### src/swa_pkg.sv
// ----------------------------------------------------------------------------
// swa_pkg: shared definitions of the sliding window aggregator
// Widths, mode and register codes, and operation codes of the shared unit.
// ----------------------------------------------------------------------------
package swa_pkg;

	// default parameter values
	localparam int WINDOW_DEPTH_DEF = 64;
	localparam int NUM_CHANNELS_DEF = 4;
	localparam int SAMPLE_BITS_DEF  = 32;

	// fixed field widths
	localparam int SAMPLE_PORT_BITS = 32;
	localparam int CHANNEL_BITS     = 2;
	localparam int AGG_BITS         = 38;
	localparam int COUNT_BITS       = 7;
	localparam int MODE_BITS        = 3;
	localparam int CFG_INDEX_BITS   = 3;
	localparam int CFG_DATA_BITS    = 7;
	localparam int MODE_REGS        = 4;

	// window sum of up to 127 samples of 32 bits
	localparam int ACC_BITS  = 39;
	// shared adder width, one guard bit for compares
	localparam int ALU_BITS  = ACC_BITS + 1;
	// Q16.16 fraction bits
	localparam int FRAC_BITS = 16;

	// aggregate function codes
	localparam logic [MODE_BITS-1:0] MODE_SUM    = 3'd0;
	localparam logic [MODE_BITS-1:0] MODE_AVG    = 3'd1;
	localparam logic [MODE_BITS-1:0] MODE_MIN    = 3'd2;
	localparam logic [MODE_BITS-1:0] MODE_MAX    = 3'd3;
	localparam logic [MODE_BITS-1:0] MODE_COUNT  = 3'd4;
	localparam logic [MODE_BITS-1:0] MODE_OLDEST = 3'd5;
	localparam logic [MODE_BITS-1:0] MODE_NEWEST = 3'd6;

	// input commands
	localparam logic CMD_PUSH  = 1'b0;
	localparam logic CMD_CLEAR = 1'b1;

	// register index codes
	localparam logic [CFG_INDEX_BITS-1:0] REG_MODE_CH0   = 3'd0;
	localparam logic [CFG_INDEX_BITS-1:0] REG_WINDOW_CH0 = 3'd4;

	// shared unit operations
	typedef logic [1:0] alu_op_t;
	localparam alu_op_t ALU_ADD = 2'd0;
	localparam alu_op_t ALU_SUB = 2'd1;
	localparam alu_op_t ALU_MIN = 2'd2;
	localparam alu_op_t ALU_MAX = 2'd3;

endpackage

### src/swa_alu.sv
// ----------------------------------------------------------------------------
// swa_alu: shared add, subtract and compare unit
// One adder serves window sums, min/max compares, negation and division steps.
// ----------------------------------------------------------------------------
module swa_alu (
	input  swa_pkg::alu_op_t                    op,
	input  logic signed [swa_pkg::ALU_BITS-1:0] a,
	input  logic signed [swa_pkg::ALU_BITS-1:0] b,
	output logic signed [swa_pkg::ALU_BITS-1:0] y,
	output logic                                neg
);

	logic                                sub;
	logic signed [swa_pkg::ALU_BITS-1:0] sum;

	// single adder, b inverted for subtract and compare
	assign sub = (op != swa_pkg::ALU_ADD);
	assign sum = a + (sub ? ~b : b) + {{(swa_pkg::ALU_BITS-1){1'b0}}, sub};
	assign neg = sum[swa_pkg::ALU_BITS-1];

	// result select
	always_comb begin
		case (op)
			swa_pkg::ALU_ADD: y = sum;
			swa_pkg::ALU_SUB: y = sum;
			swa_pkg::ALU_MIN: y = neg ? a : b;
			swa_pkg::ALU_MAX: y = neg ? b : a;
			default:          y = sum;
		endcase
	end

endmodule
### config.mk
export PLATFORM = sky130hd
export DESIGN_NAME = swa_alu
export DESIGN_NICKNAME = d
export VERILOG_FILES = /design/src/swa_pkg.sv /design/src/swa_alu.sv
export SDC_FILE = /design/constraint.sdc
export NUM_CORES = 1
export LEC_CHECK = 0
export ABC_AREA = 1
export BUFFER_PORTS_ARGS = -buffer_cell sky130_fd_sc_hd__buf_2
export CAP_MARGIN = 15
export CORE_ASPECT_RATIO = 0.6
export CORE_UTILIZATION = 53
export DETAILED_ROUTE_END_ITERATION = 8
export GPL_TIMING_DRIVEN = 0
export PLACE_DENSITY = 0.93
export SYNTH_ARGS = -nofsm -noshare
export SYNTH_HDL_FRONTEND = slang
export SYNTH_SLANG_ARGS = --single-unit
### constraint.sdc
create_clock -name vclk -period 4.3
set_clock_uncertainty 0.2 [all_clocks]
set_input_delay 0.645 -clock vclk [all_inputs]
set_output_delay 0.645 -clock vclk [all_outputs]
set_load 0.01 [all_outputs]
==> impl_metrics.json, run 1 <==
{
  "ys_seq_area_frac": 0,
  "grt_max_degree": 11,
  "numPortBuffers": 122,
  "ctsHoldBuffers": 0,
  "start_util": 0.550,
  "worst-ep-kind": "primary output",
  "hpwlAfterDp_um": 19700,
  "die_w_um": 133,
  "fp.dieH_um": 80.7,
  "postSynthAreaPerCell_sq_um": 5.47,
  "grt.total_usage": 0.757,
  "lastStage": "global routing (5_1_grt)",
  "error": "[ERROR GRT-0232] Routing congestion too high. Check the congestion heatmap in the GUI.",
  "num_rows": 28,
  "yosysWarnings": 0,
  "ys_types": 42,
  "syn_inst": 1000,
  "place.gp.congestion": 1.02,
  "syn_nets": 1121,
  "grt_worst_setup_endpoint": "y[28]",
  "status": "aborted with a tool error",
  "syn_area_sq_um": 5470,
  "grt_overflow_total": 52,
  "num_io_pins": 123
}
through the flow:
step	std cells	worst slack, ns	area [sq um]
4_1_cts	1273	0.00401	6540
3_5_place_dp	1257	-1.21	6250
3_3_place_gp	1257	-1.12	6250
2_1_floorplan	1000	0.00542	5470
repair_timing:
action                                  CTS
buffers inserted                         14
resized for setup                        44
endpoints found under the setup margin   41
pin swaps                                11
cloned                                    2
per-layer routing:
layer,GRT overflow,track usage
met5,0,0.525
met3,3,0.622
met1,6,0.792
met4,15,0.594
met2,28,0.918
cell usage after synthesis, drive strengths merged:
library cell,number,area (sq um)
inv,142,533
nor3,10,50.1
and2,1,6.26
xor2,39,342
fa,1,20.0
nand2,232,973
nand3,284,1590
o21a,5,37.5
or2,9,56.3
clkbuf,9,33.8
o211a,1,10.0
nor2,73,337
o31ai,2,15.0
a21o,2,15.0
nand4,10,92.6
ha,38,475
a21oi,58,302
xnor2,1,16.3
a22o,1,8.76
o21ai,32,160
o21bai,6,45.0
a21boi,1,7.51
nand3b,10,75.1
buf,32,256
o22ai,1,6.26
kinds of logic after synthesis:
group,share of synthesized area
simple gates,0.582
buf+inv,0.151
compound gates,0.111
xor+xnor,0.0654
fa+ha+maj,0.0906
==> run 2: changes to the inputs <==
Settings changed: CORE_ASPECT_RATIO 0.6 to unset, CORE_UTILIZATION 53 to 40, PLACE_DENSITY 0.93 to unset, PLACE_DENSITY_LB_ADDON set to 0.15.
Clock period 4.3 ns to 5.59 ns, I/O delays scaled along.
==> impl_metrics.json, run 2 <==
{
  "seq_cells": 0,
  "place.gp.congestion": 0.965,
  "status": "finished clean",
  "p_leak_nw": 3.49,
  "slew_headroom": 0.411,
  "syn_inst": 1000,
  "grt_overflow_total": 0,
  "finalSetupViolations": 0,
  "ir_drop_v": 0.0000668,
  "worstPathCellList": "buf_6, nor2_8, buf_2, xor2_1, ha_1, a21oi_1, nand2_2, nand2_1, nand2_2, nand2_4, nand3_4, nand2_8, buf_2, nand3_1, nand3_1, nand3_1, buf_2",
  "die_area_sq_um": 14100,
  "hpwlAfterDp_um": 18800,
  "seqCellArea_sq_um": 0,
  "num_vias": 7204,
  "fin_nets": 1244,
  "netlist.area_leader.share": 0.230,
  "drc_errors": 0,
  "num_rows": 42,
  "slew_violations": 0,
  "finalPower_w": 0.00113,
  "drt_iter0_drc": 783,
  "final_cell_area_sq_um": 6300,
  "syn_to_final_growth_pct": 15.1,
  "start_kind": "input port",
  "numPortBuffers": 122,
  "cp-end-kind": "output port",
  "grt_max_degree": 14,
  "syn_nets": 1121,
  "dr.pass1.iters": 5,
  "nClkBuffers": 0,
  "hold_path.class": "in -> out",
  "place_ws_ns": -0.0452,
  "worstPathArrival_ns": 4.24,
  "viasPerCell": 5.55,
  "synth_common_cells": "nand3_1 (251), nand2_1 (217), inv_1 (137), nor2_1 (65), a21oi_1 (57)",
  "final_common_cell": "nand3_1",
  "num_io_pins": 123,
  "max_cap_viol_count": 0,
  "ctsHoldBuffers": 0,
  "fp.dieH_um": 119,
  "syn_area_sq_um": 5470,
  "setup_ws_ns": 0.314,
  "rsz0062_at_grt": "false",
  "wl_per_cell_um": 17.4,
  "grt_pass1_wl_um": 35100,
  "grt.total_usage": 0.316,
  "period_minus_slack_ns": 5.28,
  "final_hold_viol_count": 0,
  "antenna_found_initial": 0,
  "required_ns": 4.55,
  "synth_most_common_cell": "nand3_1",
  "n_antenna_cell": 0,
  "place_inst": 1298,
  "drive_gt1_frac": 0.202,
  "ant_nets": 0,
  "yosysWarnings": 0,
  "timing.final.crit_share": 0.944,
  "crit_fanout": 13,
  "ys_types": 42,
  "stdcell_count": 1297,
  "place_area_sq_um": 6300,
  "core_sq_um": 13300,
  "pwr_density_cell_nw_per_um2": 180,
  "die_w_um": 119,
  "ys_seq_area_frac": 0,
  "worst-setup-path-type": "in -> out",
  "routed_wl_um": 22600,
  "final_cell_mix": "nand3_1 (251), nand2_1 (217), inv_1 (137), buf_2 (131), nor2_1 (65)",
  "fin_tns_setup_ns": 0,
  "crit_slowest_cell": "buf_2",
  "max_stage_delay_ns": 0.44,
  "grt_pass1_vias": 6551,
  "postSynthAreaPerCell_sq_um": 5.47,
  "max_freq_mhz": 190,
  "yosys.area.top_type": "nand3_1",
  "worst_pin_slew_ns": 0.884,
  "start_util": 0.411,
  "synthTopCellsByArea": "nand3_1 (23%), nand2_1 (15%), inv_1 (9.4%)"
}
==> run 2: worst max-delay path, delay by kind of cell <==
family | cells | cell delay (ns)
and+or+nand+nor | 10 | 1.50
buffers and inverters | 4 | 1.03
AOI/OAI and AO/OA | 1 | 0.37
adders and majority gates | 1 | 0.29
xor gates and xnor gates | 1 | 0.20
==> run 2: final cells by class <==
| class | instances | area, sq um |
|---|---|---|
| timing repair buffer | 122 | 611 |
| tap | 176 | 220 |
| buffer | 40 | 288 |
| multi-input combinational | 817 | 4640 |
| fill | 1562 | 7000 |
| inverter | 142 | 533 |
==> run 2: layer usage <==
metal / vias up / track usage / wire [um]
li1: 3556 / - / -
met1: 3216 / 0.464 / 10300
met2: 392 / 0.480 / 9570
met3: 40 / 0.0340 / 2120
met4: 0 / 0.0878 / 642
met5: - / 0 / 0
==> run 2: cell families (layout without fill, tap and decap cells) <==
group,Yosys count,count (layout),share of synthesized area
buffers and inverters,183,304,0.151
AOI/OAI and AO/OA,109,109,0.111
xor gates and xnor gates,40,40,0.0654
adders and majority gates,39,39,0.0906
and+or+nand+nor,629,629,0.582
==> run 2: stage by stage <==
stage          utilization  hold WS, ns
3_3_place_gp         0.474         1.90
2_1_floorplan            -         1.70
6_report             0.474         1.90
4_1_cts              0.473         1.91
3_5_place_dp         0.474         1.90
5_1_grt              0.474         1.95
==> run 2: worst paths after layout <==
path	slack (ns)	start	depth (start not counted)	endpoint
setup / recovery	0.31	op[1]	17	y[15]
hold / removal	1.90	a[3]	6	y[3]
==> run 2: power breakdown <==
part | internal, W | total, W | leakage, nW | switching [W]
clock | 0 | 0 | 0 | 0
sequential | 0 | 0 | 0 | 0
combinational | 0.000396 | 0.00113 | 3.49 | 0.000735
total | 0.000396 | 0.00113 | 3.49 | 0.000735
==> run 2: repair_timing <==
action | 4_1_cts | 5_1_grt
setup endpoints to repair | 17 | 37
setup buffers | 0 | 0
endpoints found under the hold margin | 0 | 0
gates resized for setup | 0 | 2
(Power assumes the default switching activity.)
==> run 3: changes to the inputs <==
Settings changed: CORE_ASPECT_RATIO set to 0.75.
==> impl_metrics.json, run 3 (synthesis gave the netlist of run 2 again) <==
{
  "crit_slowest_cell": "clkbuf_2",
  "core_sq_um": 13200,
  "final_common_cell": "nand3_1",
  "final_cell_mix": "nand3_1 (251), nand2_1 (217), inv_1 (137), buf_2 (131), nor2_1 (65)",
  "final_hold_viol_count": 0,
  "worstPathArrival_ns": 4.34,
  "start_util": 0.416,
  "max_stage_delay_ns": 0.41,
  "max_cap_viol_count": 0,
  "n_antenna_cell": 0,
  "fin_nets": 1244,
  "stdcell_count": 1292,
  "cp-end-kind": "output port",
  "seqCellArea_sq_um": 0,
  "ant_nets": 0,
  "status": "finished clean",
  "grt_overflow_total": 0,
  "finalSetupViolations": 0,
  "slew_headroom": 0.381,
  "worst-setup-path-type": "in -> out",
  "pwr_density_cell_nw_per_um2": 184,
  "worstPathCellList": "buf_6, nor2_8, clkbuf_2, xor2_1, ha_1, a21oi_1, nand2_1, nand2_1, nand2_1, a21oi_4, nand3_4, nand2_8, buf_2, nand3_1, nand3_1, nand3_1, buf_2",
  "max_freq_mhz": 186,
  "worst_pin_slew_ns": 0.929,
  "nClkBuffers": 0,
  "fin_tns_setup_ns": 0,
  "path_delay_family": "simple AND/OR/NAND/NOR gates",
  "place.gp.congestion": 0.981,
  "finalPower_w": 0.00116,
  "timing.final.crit_share": 0.962,
  "p_leak_nw": 3.49,
  "hpwlAfterDp_um": 19800,
  "cp.buffers_inverters": 4,
  "die_area_sq_um": 14100,
  "rsz0062_at_grt": "false",
  "ir_drop_v": 0.000104,
  "antenna_found_initial": 0,
  "drive_gt1_frac": 0.202,
  "place_inst": 1293,
  "required_ns": 4.55,
  "seq_cells": 0,
  "hold_path.class": "in -> out",
  "fp.dieH_um": 103,
  "grt.total_usage": 0.332,
  "viasPerCell": 5.71,
  "slew_violations": 0,
  "place_area_sq_um": 6290,
  "numPortBuffers": 122,
  "num_vias": 7376,
  "final_cell_area_sq_um": 6290,
  "drt_iter0_drc": 875,
  "wl_per_cell_um": 18.5,
  "start_kind": "input port",
  "grt_max_degree": 14,
  "period_minus_slack_ns": 5.38,
  "hold_ws_ns": 1.91,
  "syn_to_final_growth_pct": 15.0,
  "grt_pass1_wl_um": 35300,
  "num_rows": 36,
  "die_w_um": 137,
  "drc_errors": 0,
  "num_io_pins": 123,
  "crit_fanout": 13,
  "routed_wl_um": 24000,
  "dr.pass1.iters": 6,
  "grt_pass1_vias": 6311
}
-- run 3: routing by layer --
layer  up-vias  wire length [um]  track usage
li1       3568                 -            -
met4         0               429       0.0575
met2       427              9150        0.463
met1      3355             11300        0.521
met3        26              3040       0.0565
met5         -                 0            0
-- run 3: timing repair --
action,in CTS,in global routing
gates resized for setup,0,1
gates cloned,0,0
hold endpoints to repair,0,0
endpoints found under the setup margin,27,40
buffers inserted,0,0
hold buffers,0,0
-- run 3: cell type report --
type	instances	area, sq um
Buffer	40	288
Fill cell	1517	6860
Inverter	142	533
Multi-Input combinational cell	817	4640
Tap cell	171	214
Timing Repair Buffer	122	611
-- run 3: per-stage QoR --
step / worst slack [ns] / util
after floorplan: 0.908 / -
after CTS: 0.0371 / 0.478
after global placement: -0.115 / 0.478
final: 0.210 / 0.478
after global routing: 0.0123 / 0.478
after detailed placement: -0.0985 / 0.478
-- run 3: worst paths after layout --
path | startpoint | slack, ns | endpoint | cells past startpoint
min | a[7] | 1.91 | y[7] | 6
max | op[1] | 0.21 | y[15] | 17
-- run 3: power breakdown --
part | switching [W] | internal [W]
Sequential | 0 | 0
Clock | 0 | 0
Combinational | 0.000758 | 0.000397
Total | 0.000758 | 0.000397
